`src/rtl/soe_pkg.sv`:
```
`default_nettype none
package soe_pkg;
	localparam int SLOT_COUNT_DEF = 256;
	localparam int MAX_IW = 12;

	localparam logic [1:0] REQ_ALLOC = 2'd0;
	localparam logic [1:0] REQ_TICK  = 2'd1;
	localparam logic [1:0] REQ_KILL  = 2'd2;
	localparam logic [1:0] REQ_CLEAR = 2'd3;

	typedef struct packed {
		logic              shift;
		logic              tick;
		logic              kill;
		logic              clear;
		logic              write;
		logic [MAX_IW-1:0] sel;
		logic [15:0]       span;
	} cell_ctrl_t;
endpackage
`default_nettype wire

```
`src/rtl/soe_cell.sv`:
```
`default_nettype none
module soe_cell #(
	parameter int IDX = 0
) (
	input  wire                     clk,
	input  wire                     arst_n,
	input  wire soe_pkg::cell_ctrl_t ctrl,
	input  wire  [15:0]             nxt,
	output logic [15:0]             life
);
	import soe_pkg::*;

	logic [15:0] life_q;
	logic        hit;

	assign hit  = (ctrl.sel == MAX_IW'(IDX));
	assign life = life_q;

	always_ff @(posedge clk or negedge arst_n) begin
		if (!arst_n) begin
			life_q <= '0;
		end else if (ctrl.clear) begin
			life_q <= '0;
		end else if (ctrl.shift) begin
			life_q <= nxt;
		end else if (ctrl.tick) begin
			if (life_q != 16'd0) begin
				life_q <= life_q - 16'd1;
			end
		end else if (ctrl.kill && hit) begin
			life_q <= '0;
		end else if (ctrl.write && hit) begin
			life_q <= ctrl.span;
		end
	end
endmodule
`default_nettype wire

```
`config.mk`:
```
export PLATFORM = sky130hd
export DESIGN_NAME = soe_cell
export DESIGN_NICKNAME = d
export VERILOG_FILES = /design/src/rtl/soe_pkg.sv /design/src/rtl/soe_cell.sv
export SDC_FILE = /design/constraint.sdc
export NUM_CORES = 1
export LEC_CHECK = 0
export ABC_AREA = 1
export BUFFER_PORTS_ARGS = -buffer_cell sky130_fd_sc_hd__buf_2
export CORE_MARGIN = 3
export CORE_UTILIZATION = 50
export CTS_CLUSTER_DIAMETER = 80
export DETAILED_ROUTE_END_ITERATION = 7
export GPL_TIMING_DRIVEN = 0
export PLACE_DENSITY = 0.81
export SYNTH_ARGS = -nofsm -noshare
export SYNTH_HDL_FRONTEND = slang
export SYNTH_SLANG_ARGS = --single-unit
```
`constraint.sdc`:
```
create_clock -name clk -period 2.3 [get_ports clk]
set_input_delay 0.345 -clock clk [delete_from_list [all_inputs] [get_ports clk]]
set_output_delay 0.345 -clock clk [all_outputs]
set_load 0.1 [all_outputs]
```
Yosys cells after proc, flatten, opt, wreduce, memory -nomap -nowiden

Cells that the tools add are included.

Output and inout bits: 16
Register bits: 16

$add $sub $neg: 1
Reduce and logical (&&, ||, !) cells: 6
Muxes and demuxes: 6
Equal/unequal tests: 1

Operator list:

| kind                    | number |
|---|---|
| $mux W16                | 6 |
| $reduce_bool A16 Y1     | 1 |
| $sub A16 B1 Y16 const B | 1 |
| $logic_not A12 Y1       | 1 |
| $reduce_bool A5 Y1      | 1 |
| $ne A4 B2 Y1 const B    | 1 |
| $logic_and A1 B1 Y1     | 2 |
| $reduce_and A2 Y1       | 1 |

Longest topological paths before layout

Gate-level depths: netlist of run 1.

Depth in word-level cells: 7
Gate-level depth with buffers: 12

Least setup slack after synthesis of run 1

Ideal clock, no wire load.

Path kind: reg2reg
Start: register life_q[0], in the netlist life[0]
End: register life_q[8], in the netlist life[8]
Data required time: 2,232 ps
Path slack: 182 ps
Clock period less this slack: 2,118 ps
Stages on the path, launching flop included: 13
Path buffers: 1
Library setup time: 68 ps
Arrival: 2,050 ps
Cells stage by stage: dfrtp_1 > inv_1 > ha_1 > nand2_2 > nor2_4 > nand3_2 > nand2_2 > nand3_2 > nand2_2 > buf_6 > nor2_1 > nand2_1 > nand2_1

Longest elaborated chain between the ends: 5
Elaborated cells between the ends (all ways): 8

RTL lines:

| what                   | RTL line       | RTL |
|---|---|---|
| from (decl)            | soe_cell.sv:13 | `logic [15:0] life_q;` |
| from (signal assigned) | soe_cell.sv:25 | `life_q <= nxt;` |
| from (signal assigned) | soe_cell.sv:28 | `life_q <= life_q - 16'd1;` |
| from (signal assigned) | soe_cell.sv:33 | `life_q <= ctrl.span;` |
| $sub A16 B1 Y16        | soe_cell.sv:28 |  |
| $mux W16               | soe_cell.sv:27 | `if (life_q != 16'd0) begin` |
| $mux W16               | soe_cell.sv:26 | `end else if (ctrl.tick) begin` |
| $mux W16               | soe_cell.sv:24 | `end else if (ctrl.shift) begin` |
| $mux W16               | soe_cell.sv:22 | `end else if (ctrl.clear) begin` |

Parallel ways exist; a longest one is shown, timed or not. The select of a mux whose other input is x is not followed.
A chain may end at the register's enable or synchronous reset.

Worst setup path in the final report of run 1

Start: register life_q[0], in the netlist life[0]
End: register life_q[13], in the netlist life[13]

Same word-level chain as after synthesis.

==> key figures, run 1 <==
Timing
  – Hold violation count in the final report: 0
  – Fin. max-slew vios: 0
  – Fin crit share: 0.7844
  – Hold WS: between 0.3 and 0.4 ns
  – Final Skew: between 0.008 and 0.009 ns
  – Final setup vio count: 0
  – Slew margin rel.: 0.6330
  – Final min period: approximately 1.8 ns
  – Setup TNS: 0 ns
  – Max Fclk: ~550 MHz
  – RSZ-0062 raised after global routing: false
  – Worst-margin pin slew: 0.5505 ns

Finish
  – Layout Nets: ~380
  – Share of cells above drive strength 1: 0.2848
  – Diode count: 0
  – Layout area overhead: 27.67%
  – Non-Filler Instances: 361
  – Max FFs per register: 16

Synthesis
  – Area share of the largest cell type after synthesis: 0.2667
  – Most common cell in the netlist: nand2_1
  – Syn Inst Count: 259
  – Number of flops mapped to enable cells by yosys: 0
  – Synth top area cells: dfrtp_1 (27%), nand2_1 (22%), nand3_1 (13%)
  – Post-synth ARST share: 1.000
  – Largest family of logic cells by synthesized area: simple AND/OR/NAND/NOR gates
  – Synth Register Bits: 16
  – Post-Syn Area: between 1500 and 2000 um2
  – Synth cell count leaders: nand2_1 (89), nor2_1 (51), nand3_1 (40)
  – Netlist cell types: 24
  – Synth Area in XOR/XNOR: 0.02333
  – Compound-gate portion of the synthesized area: 0.03333
  – Syn nets: slightly above 300
  – Sequential area share after synthesis: 0.2667
  – Largest area contributor in the netlist: dfrtp_1
  – Commonest register cell after synthesis: dfrtp_1
  – Mapped Avg Cell Area: between 5 and 6 um2
  – Synth warn: 0
  – Mux contribution to synthesized area: 0
  – Adder-cell area share of the yosys netlist: 0.008333
  – Synth Area in Simple Gates: 0.5875

Route
  – WL/cell: 12.14 um
  – Vias: ~1800
  – TritonRoute pass-1 iters: 4
  – DRT iter0 DRCs: between 100 and 150
  – Vias per Instance: 5.108
  – DR DRC count: 0
  – Final WL: 4384 um
  – Post-route ant nets: 0

Power
  – Pwr/cell area: around 560 nW/um2
  – Peak VDD IR: 0.3386 mV
  – Leakage: 0.001111 uW

Floorplan
  – Die area: approximately 3700 um2
  – Starting Density: 0.5352
  – Die Width: 60.80 um
  – Die height: ~61 um
  – I/O pin count: between 60 and 70
  – Row cnt: 19
  – CORE AREA: roughly 2800 um2

Worst setup path
  – Crit end category: register
  – Crit Path Category: register to register
  – CP max FO: 10
  – Worst EP required: around 2.5 ns
  – Reg2Reg Launch Point: life[0]$_DFFE_PN0P_
  – Critical Path AT: approximately 2.0 ns
  – Internal reg-to-reg setup slack: between 0.4 and 0.5 ns
  – Crit Reg-Reg Endpoint: life[13]$_DFFE_PN0P_
  – CP endpoint: life[13]$_DFFE_PN0P_
  – CP Launch Type: register
  – Worst r2r path cells: 12
  – Start point of the critical path: life[0]$_DFFE_PN0P_

Clock tree
  – Max Root-Sink Buffers: 2
  – Post-CTS Resized: 0
  – CTS root buf: clkbuf_4
  – Worst skew pair latency: around 0.3 ns
  – Reg clk slew, reported paths: between 0.1 and 0.15 ns
  – Cts bufs inserted: 3
  – Post-CTS Setup Inserts: 0
  – Max H-tree Level: 1
  – CTS tree: done
  – Clock sinks: 16

Place
  – Placed insts: between 300 and 400
  – IO buf count: between 60 and 70
  – DP Wirelength: 3417 um
  – RePlAce Congestion: around 0.86

GRT
  – Initial antenna violation count: 0
  – Vias in the first global route: around 1600
  – Overall Global Routing Usage: 0.2594
  – Global route overflow: 0
  – Largest net degree at the start of global routing: 17
  – First-pass GRT wire length: between 7000 and 8000 um

Worst hold path
  – Worst hold-check path type: primary input to register

Run
  – Max-cap violations: 0

Status
  – Status: finished, final reports clean
==> how the worst min path moves through the flow <==
stage               startpoint                   end  depth (start not counted)
global placement        arst_n  life[12]$_DFFE_PN0P_                          1
detailed placement      arst_n  life[12]$_DFFE_PN0P_                          1
global route            nxt[5]   life[5]$_DFFE_PN0P_                          5
floorplan               arst_n   life[0]$_DFFE_PN0P_                          0
finish                ctrl[29]   life[0]$_DFFE_PN0P_                          4
CTS                   ctrl[29]   life[0]$_DFFE_PN0P_                          4
==> what timing repair did <==
item | 4_1_cts | 5_1_grt
endpoints found under the setup margin | 0 | 0
hold buffers | 1 | 0
hold endpoints to repair | 16 | 0
==> metal layers <==
layer	up-vias	global-route usage	part of all wire
met1	822	0.3595	0.44
met2	64	0.4198	0.48
li1	953	-	-
met3	5	0.02979	0.065
met5	-	0	0
met4	0	0.08359	0.0098
==> power breakdown <==
part           leakage, uW  internal (uW)  switching (uW)
Sequential        0.000206            307            36.6
Clock            0.0000210           96.7             105
Combinational     0.000884            139             384
Total              0.00111            543             525
==> stage by stage <==
| stage | power, uW | setup slack (ns) | utilization | cell area (um2) |
|---|---|---|---|---|
| floorplan | 741.4 | 0.1819 | - | 1501 |
| global placement | 861.1 | 0.5486 | 0.6668 | 1871 |
| detailed placement | 868.4 | 0.5233 | 0.6668 | 1871 |
| CTS | 1071 | 0.4912 | 0.6833 | 1917 |
| global route | 1137 | 0.3754 | 0.6833 | 1917 |
| finish | 1068 | 0.4959 | 0.6833 | 1917 |
==> kinds of logic after synthesis <==
logic type | after synthesis
simple gates | 201
fa+ha+maj | 1
xor+xnor | 4
flops | 16
buf+inv | 28
compound gates | 9
==> layout make-up <==
| type | count | area [um2] |
|---|---|---|
| multi-input combinational | 215 | 979.7 |
| fill | 287 | 888.4 |
| sequential | 16 | 400.4 |
| timing repair buffer | 67 | 340.3 |
| inverter | 19 | 71.32 |
| buffer | 9 | 50.05 |
| tap | 31 | 38.79 |
| clock buffer | 4 | 36.28 |
==> placed cells by master (no fill, tap or decap), drive strengths merged <==
master and count:
nor3 1, and2 1, buf 69, dlygate4sd3 1, xor2 4, nor2 58, nand3 42, or2 7
a21oi 2, o211ai 2, inv 19, ha 1, dfrtp 16, nand2 92, clkbuf 10, o21ai 5
==> critical path, stage by stage, from the launching register on <==
cell,delay (ns)
dfrtp_1,0.42
inv_1,0.08
ha_1,0.19
nand2_2,0.11
nor2_4,0.18
nand3_2,0.11
nand2_2,0.09
nand3_2,0.09
nand2_2,0.10
buf_6,0.16
nor2_1,0.05
nand2_1,0.06
nand2_1,0.05
Note: power is estimated with default switching activity, not from simulation.
==> run 2, diff against run 1 <==
Settings changed: CORE_UTILIZATION 50 to 47, PLACE_DENSITY 0.81 to 0.77.
Clock period 2.3 ns to 1.9 ns, I/O delays scaled along.
==> run 2 against run 1 <==
  * Critical path type unchanged
  * Clock skew shrank 0.0059 ns
  * Critical path depth is the same
  * Sequential share of layout area shrank 0.091 points
  * Setup slack got worse by 0.33 ns
  * Via count grew 2.0%
  * Worst hold slack got worse by 0.059 ns
  * First-iteration DRC count increased by 57%
  * Register-to-register slack lost 0.33 ns
  * Largest cell class unchanged
==> key figures, run 2 (synthesis gave the netlist of run 1 again) <==
Status
  – Status: finished, final reports clean

Route
  – TritonRoute pass-1 iters: 5 (+1)
  – DRT iter0 DRCs: 187 (+57%)
  – DR DRC count: 0 (unchanged)
  – Post-route ant nets: 0 (unchanged)
  – Final WL: 4783 um (+9.1%)
  – WL/cell: 12.75 um (+5.0%)
  – Vias: 1881 (+2.0%)
  – Vias per Instance: 5.016 (-1.8%)

Finish
  – Leading cell type in the layout, fill and taps excluded: nand2_1
  – Share of cells above drive strength 1: 0.3243 (+0.03948)
  – Layout Nets: 386 (+0.78%)
  – Max FFs per register: 16 (unchanged)
  – Most frequent cells in the layout: nand2_1 (89), buf_2 (67), nor2_1 (51)
  – Layout area overhead: 31.83%
  – Diode count: 0 (unchanged)
  – Non-Filler Instances: 375 (+3.9%)

Floorplan
  – Row cnt: 19 (unchanged)
  – I/O pin count: 67 (unchanged)
  – Die height: 62.52 um (+2.8%)
  – Die area: 3909 um2 (+5.7%)
  – Starting Density: 0.5177 (-0.01755)
  – CORE AREA: 2900 um2 (+3.4%)
  – Die Width: 62.52 um (+2.8%)

Timing
  – Final min period: 1.737 ns (-0.06665 ns)
  – Setup TNS: 0 ns (unchanged)
  – Slew margin rel.: 0.6382 (+0.005216)
  – Fin crit share: 0.9144 (+0.1301)
  – Final Skew: 0.002753 ns (-0.005871 ns)
  – Fin. max-slew vios: 0 (unchanged)
  – Hold violation count in the final report: 0 (unchanged)
  – Max Fclk: 575.6 MHz (+3.8%)
  – Worst-margin pin slew: 0.5427 ns (-0.007823 ns)
  – RSZ-0062 raised after global routing: false
  – Final worst slack: 0.1626 ns (-0.3334 ns)
  – Final setup vio count: 0 (unchanged)

Worst setup path
  – Crit Path Category: register to register
  – Internal reg-to-reg setup slack: 0.16 ns (-0.33 ns)
  – CP max FO: 5 (-5)
  – Critical Path AT: 1.94 ns (-0.06 ns)
  – CP Launch Type: register
  – Worst EP required: 2.10 ns (-0.40 ns)
  – Crit end category: register

Clock tree
  – Reg clk slew, reported paths: 0.11 ns (about the same)
  – Cts bufs inserted: 3 (unchanged)
  – CTS tree: done
  – CTS root buf: clkbuf_4
  – Max Root-Sink Buffers: 2 (unchanged)
  – Worst skew pair latency: 0.30 ns (about the same)
  – Clock sinks: 16 (unchanged)
  – Max H-tree Level: 1 (unchanged)

GRT
  – Vias in the first global route: 1718 (+4.8%)
  – First-pass GRT wire length: 7645 um (+5.1%)
  – Overall Global Routing Usage: 0.2401 (-0.01930)
  – Largest net degree at the start of global routing: 17 (unchanged)
  – Global route overflow: 0 (unchanged)
  – Initial antenna violation count: 0 (unchanged)

Place
  – IO buf count: 66 (unchanged)
  – Worst slack, placed: 0.08880 ns (-0.4345 ns)
  – Placed insts: 367 (+3.1%)
  – RePlAce Congestion: 0.8711 (+1.8%)
  – DP Wirelength: 3474 um (+1.7%)

Worst hold path
  – Worst hold-check path type: primary input to register

Run
  – Max-cap violations: 0 (unchanged)

Power
  – Peak VDD IR: 0.4369 mV (+29%)
  – Pwr/cell area: 651.4 nW/um2 (+17%)
  – Leakage: 0.001110 uW (about the same)
## run 2: critical path, stage by stage, from the launching register on
cell	delay, ns
dfrtp_2	0.43
inv_2	0.09
ha_4	0.15
nand2_2	0.09
nor2_4	0.16
nand3_2	0.09
nand2_2	0.10
nand3_4	0.09
nand2_4	0.11
clkbuf_4	0.18
nor2_1	0.05
nand2_1	0.05
nand2_1	0.04
## run 2: power breakdown
group | leakage [uW] | internal [uW] | switching, uW | total [uW]
Sequential | 0.000194 | 376 | 44.4 | 420
Clock | 0.0000150 | 81.8 | 125 | 207
Combinational | 0.000901 | 183 | 480 | 663
## run 2: final cells by class
cell class / instances / area (um2)
Timing Repair Buffer: 70 / 362.8
Clock buffer: 4 / 26.28
Multi-Input combinational cell: 215 / 1005
Buffer: 9 / 50.05
Fill cell: 304 / 920.9
Tap cell: 42 / 52.55
Inverter: 19 / 71.32
Sequential cell: 16 / 411.6
## run 2: repair_timing
item | CTS | global route
setup buffers | 0 | 2
resized for setup | 0 | 7
hold endpoints to repair | 16 | 0
endpoints found under the setup margin | 0 | 12
hold buffers | 1 | 0
## run 2: path summary, 6_finish.rpt
kind,start,cells past startpoint,endpoint
hold / removal,ctrl[29],4,life[0]$_DFFE_PN0P_
setup / recovery,life[1]$_DFFE_PN0P_,12,life[12]$_DFFE_PN0P_
hold reg to reg,life[1]$_DFFE_PN0P_,2,life[1]$_DFFE_PN0P_
setup reg to reg,life[1]$_DFFE_PN0P_,12,life[12]$_DFFE_PN0P_
min in group asynchronous,arst_n,2,life[12]$_DFFE_PN0P_
max in group asynchronous,arst_n,2,life[0]$_DFFE_PN0P_
## run 2: stage by stage
| step | hold WS [ns] | util | total power, uW | area (um2) |
|---|---|---|---|---|
| floorplan | -0.01059 | - | 900.9 | 1513 |
| global placement | 0.2304 | 0.6536 | 1049 | 1896 |
| detailed placement | 0.2289 | 0.6536 | 1057 | 1896 |
| CTS | 0.2886 | 0.6661 | 1260 | 1932 |
| global route | 0.3092 | 0.6825 | 1375 | 1979 |
| finish | 0.2833 | 0.6825 | 1289 | 1979 |
## run 2: routing by layer
layer	vias up	routed length, um	GRT usage
li1	957	-	-
met1	830	2094	0.3156
met2	88	2301	0.3928
met3	6	338	0.04676
met4	0	48	0.07989
met5	-	0	0
==> run 3, diff against run 2 <==
Settings changed: CORE_UTILIZATION 47 to 43, PLACE_DENSITY 0.77 to 0.74.
Clock period 1.9 ns to 1.5 ns, I/O delays scaled along.
==> run 3 against run 2 <==
  * The flow now finishes with violations (negative setup slack)
  * Global-route usage is essentially flat
  * Sequential share of layout area shrank 1.0 points
  * Worst hold slack lost 0.042 ns
  * Cell count grew 3.2%
  * Critical path type unchanged
  * Critical endpoint is now life[7]$_DFFE_PN0P_
  * Largest power group unchanged
==> key figures, run 3 (synthesis gave the netlist of run 1 again) <==
GRT
  – Vias in the first global route: 1769 (+3.0%)
  – Largest net degree at the start of global routing: 17 (unchanged)
  – Global route overflow: 0 (unchanged)
  – Overall Global Routing Usage: 0.2398 (-0.0003074)
  – Initial antenna violation count: 0 (unchanged)
  – First-pass GRT wire length: 7948 um (+4.0%)

Power
  – Peak VDD IR: 0.5007 mV (+15%)
  – Switching power share of the total: 0.4963 (-0.007318)
  – Leakage: 0.001170 uW (+5.4%)
  – Power share of the combinational group: 0.538 (+0.024)
  – Pwr/cell area: 787.7 nW/um2 (+21%)
  – Register share of total power: 0.320 (-0.006)
  – Power Total: 1695 uW (+31%)
  – Clock group share of total power: 0.142 (-0.018)
  – Sw power: 841.3 uW (+30%)
  – Internal: 853.9 uW (+33%)

Route
  – Final WL: 4940 um (+3.3%)
  – TritonRoute pass-1 iters: 4 (-1)
  – Vias: 1923 (+2.2%)
  – Vias per Instance: 4.969 (-0.94%)
  – DRT iter0 DRCs: 132 (-29%)
  – DR DRC count: 0 (unchanged)
  – WL/cell: 12.76 um (about the same)
  – Post-route ant nets: 0 (unchanged)

Clock tree
  – CTS root buf: clkbuf_4
  – Reg clk slew, reported paths: 0.11 ns (about the same)
  – CTS tree: done
  – Cts bufs inserted: 3 (unchanged)
  – Worst skew pair latency: 0.30 ns (about the same)
  – Max H-tree Level: 1 (unchanged)
  – Max Root-Sink Buffers: 2 (unchanged)
  – Clock sinks: 16 (unchanged)

Worst setup path
  – Reg2Reg Launch Point: life[6]$_DFFE_PN0P_
  – Crit end category: register
  – Critical Path AT: 1.88 ns (-0.06 ns)
  – CP Launch Type: register
  – Worst EP required: 1.73 ns (-0.37 ns)
  – Start point of the critical path: life[6]$_DFFE_PN0P_
  – CP max FO: 6 (+1)
  – Crit Path Category: register to register

Timing
  – RSZ-0062 raised after global routing: true
  – Final min period: 1.651 ns (-0.08691 ns)
  – Worst-margin pin slew: 0.5182 ns (-0.02450 ns)
  – Final Skew: 0.01690 ns (+0.01414 ns)
  – Hold violation count in the final report: 0 (unchanged)
  – Final worst slack: -0.1505 ns (-0.3131 ns)
  – Final setup vio count: 16 (+16)
  – Fin. max-slew vios: 0 (unchanged)
  – Max Fclk: 605.9 MHz (+5.3%)
  – Slew margin rel.: 0.6545 (+0.01633)
  – Fin crit share: 1.100 (+0.1859)

Finish
  – Diode count: 0 (unchanged)
  – Layout Nets: 397 (+2.8%)
  – Leading cell type in the layout, fill and taps excluded: nand2_1
  – Most frequent cells in the layout: nand2_1 (88), buf_2 (66), nor2_1 (45)
  – Share of cells above drive strength 1: 0.3878 (+0.06343)
  – Max FFs per register: 16 (unchanged)
  – Fill cell count: 322 (+5.9%)
  – Final Cell Area: 2152 um2 (+8.7%)
  – Layout area overhead: 43.33%

Worst hold path
  – Worst hold-check path type: primary input to register
  – Hold path start: nxt[8]

Status
  – Status: finished, violations left
  – Failing checks: negative setup slack

Floorplan
  – Die area: 4237 um2 (+8.4%)
  – Starting Density: 0.4724 (-0.04525)
  – CORE AREA: 3178 um2 (+9.6%)
  – I/O pin count: 67 (unchanged)
  – Row cnt: 20 (+1)
  – Die height: 65.09 um (+4.1%)
  – Die Width: 65.09 um (+4.1%)

Place
  – IO buf count: 66 (unchanged)
  – RePlAce Congestion: 0.8458 (-2.9%)
  – DP Wirelength: 3469 um (-0.15%)
  – Placed cell areas: 1934 um2 (+2.0%)

Run
  – Max-cap violations: 0 (unchanged)
## run 3: worst paths after layout
check,end,slack (ns),depth (start not counted)
setup / recovery,life[7]$_DFFE_PN0P_,-0.15,10
hold / removal,life[8]$_DFFE_PN0P_,0.24,5
setup reg to reg,life[7]$_DFFE_PN0P_,-0.15,10
hold reg to reg,life[15]$_DFFE_PN0P_,0.54,2
max in group asynchronous,life[0]$_DFFE_PN0P_,0.79,2
min in group asynchronous,life[11]$_DFFE_PN0P_,0.37,2
## run 3: worst max-delay path, cell delays in order, from the launching register on
cell	delay, ns
dfrtp_2	0.46
nor2_2	0.17
nand2_1	0.10
nor2_2	0.15
nand3_2	0.12
nand2_4	0.09
inv_2	0.06
nor2_8	0.17
clkbuf_16	0.18
nand2_1	0.04
nand2_1	0.05
## run 3: power by group through the flow
stage / registers [uW] / logic, uW / clock network (uW)
finish: 542 / 912 / 241
global route: 551 / 986 / 261
CTS: 539 / 859 / 244
detailed placement: 548 / 816 / 0
global placement: 546 / 806 / 0
floorplan: 836 / 327 / 0
## run 3: stage by stage
| step | setup TNS [ns] | utilization | hold WS [ns] | std cells | setup slack [ns] |
|---|---|---|---|---|---|
| after floorplan | -3.838 | - | -0.07059 | 259 | -0.2850 |
| after global placement | -3.434 | 0.6087 | 0.1719 | 369 | -0.2699 |
| after detailed placement | -3.514 | 0.6087 | 0.1732 | 369 | -0.2748 |
| after CTS | -1.540 | 0.6496 | 0.2348 | 383 | -0.1145 |
| after global routing | -3.877 | 0.6772 | 0.2517 | 387 | -0.2615 |
| final | -1.935 | 0.6772 | 0.2412 | 387 | -0.1505 |
## run 3: layout make-up
cell class	instances	area, um2	area share
Inverter	19	76.32	0.03547
Tap cell	44	55.05	0.02558
Sequential cell	16	425.4	0.1977
Multi-Input combinational cell	215	1042	0.4843
Buffer	9	53.80	0.02500
Timing Repair Buffer	81	476.7	0.2215
Clock buffer	3	22.52	0.01047
## run 3: repair_timing
| action | 4_1_cts | 5_1_grt |
|---|---|---|
| hold buffers | 1 | 0 |
| setup endpoints to repair | 16 | 17 |
| resized for setup | 6 | 12 |
| gates cloned | 1 | 1 |
| pin swaps | 8 | 2 |
| setup buffers | 9 | 3 |
| hold endpoints to repair | 16 | 0 |
## run 3: per-layer routing
layer,global-route usage,vias up,part of all wire
li1,-,981,-
met1,0.3241,873,0.43
met2,0.3959,65,0.50
met3,0.03932,4,0.066
met4,0.06736,0,0.0065
met5,0,-,0
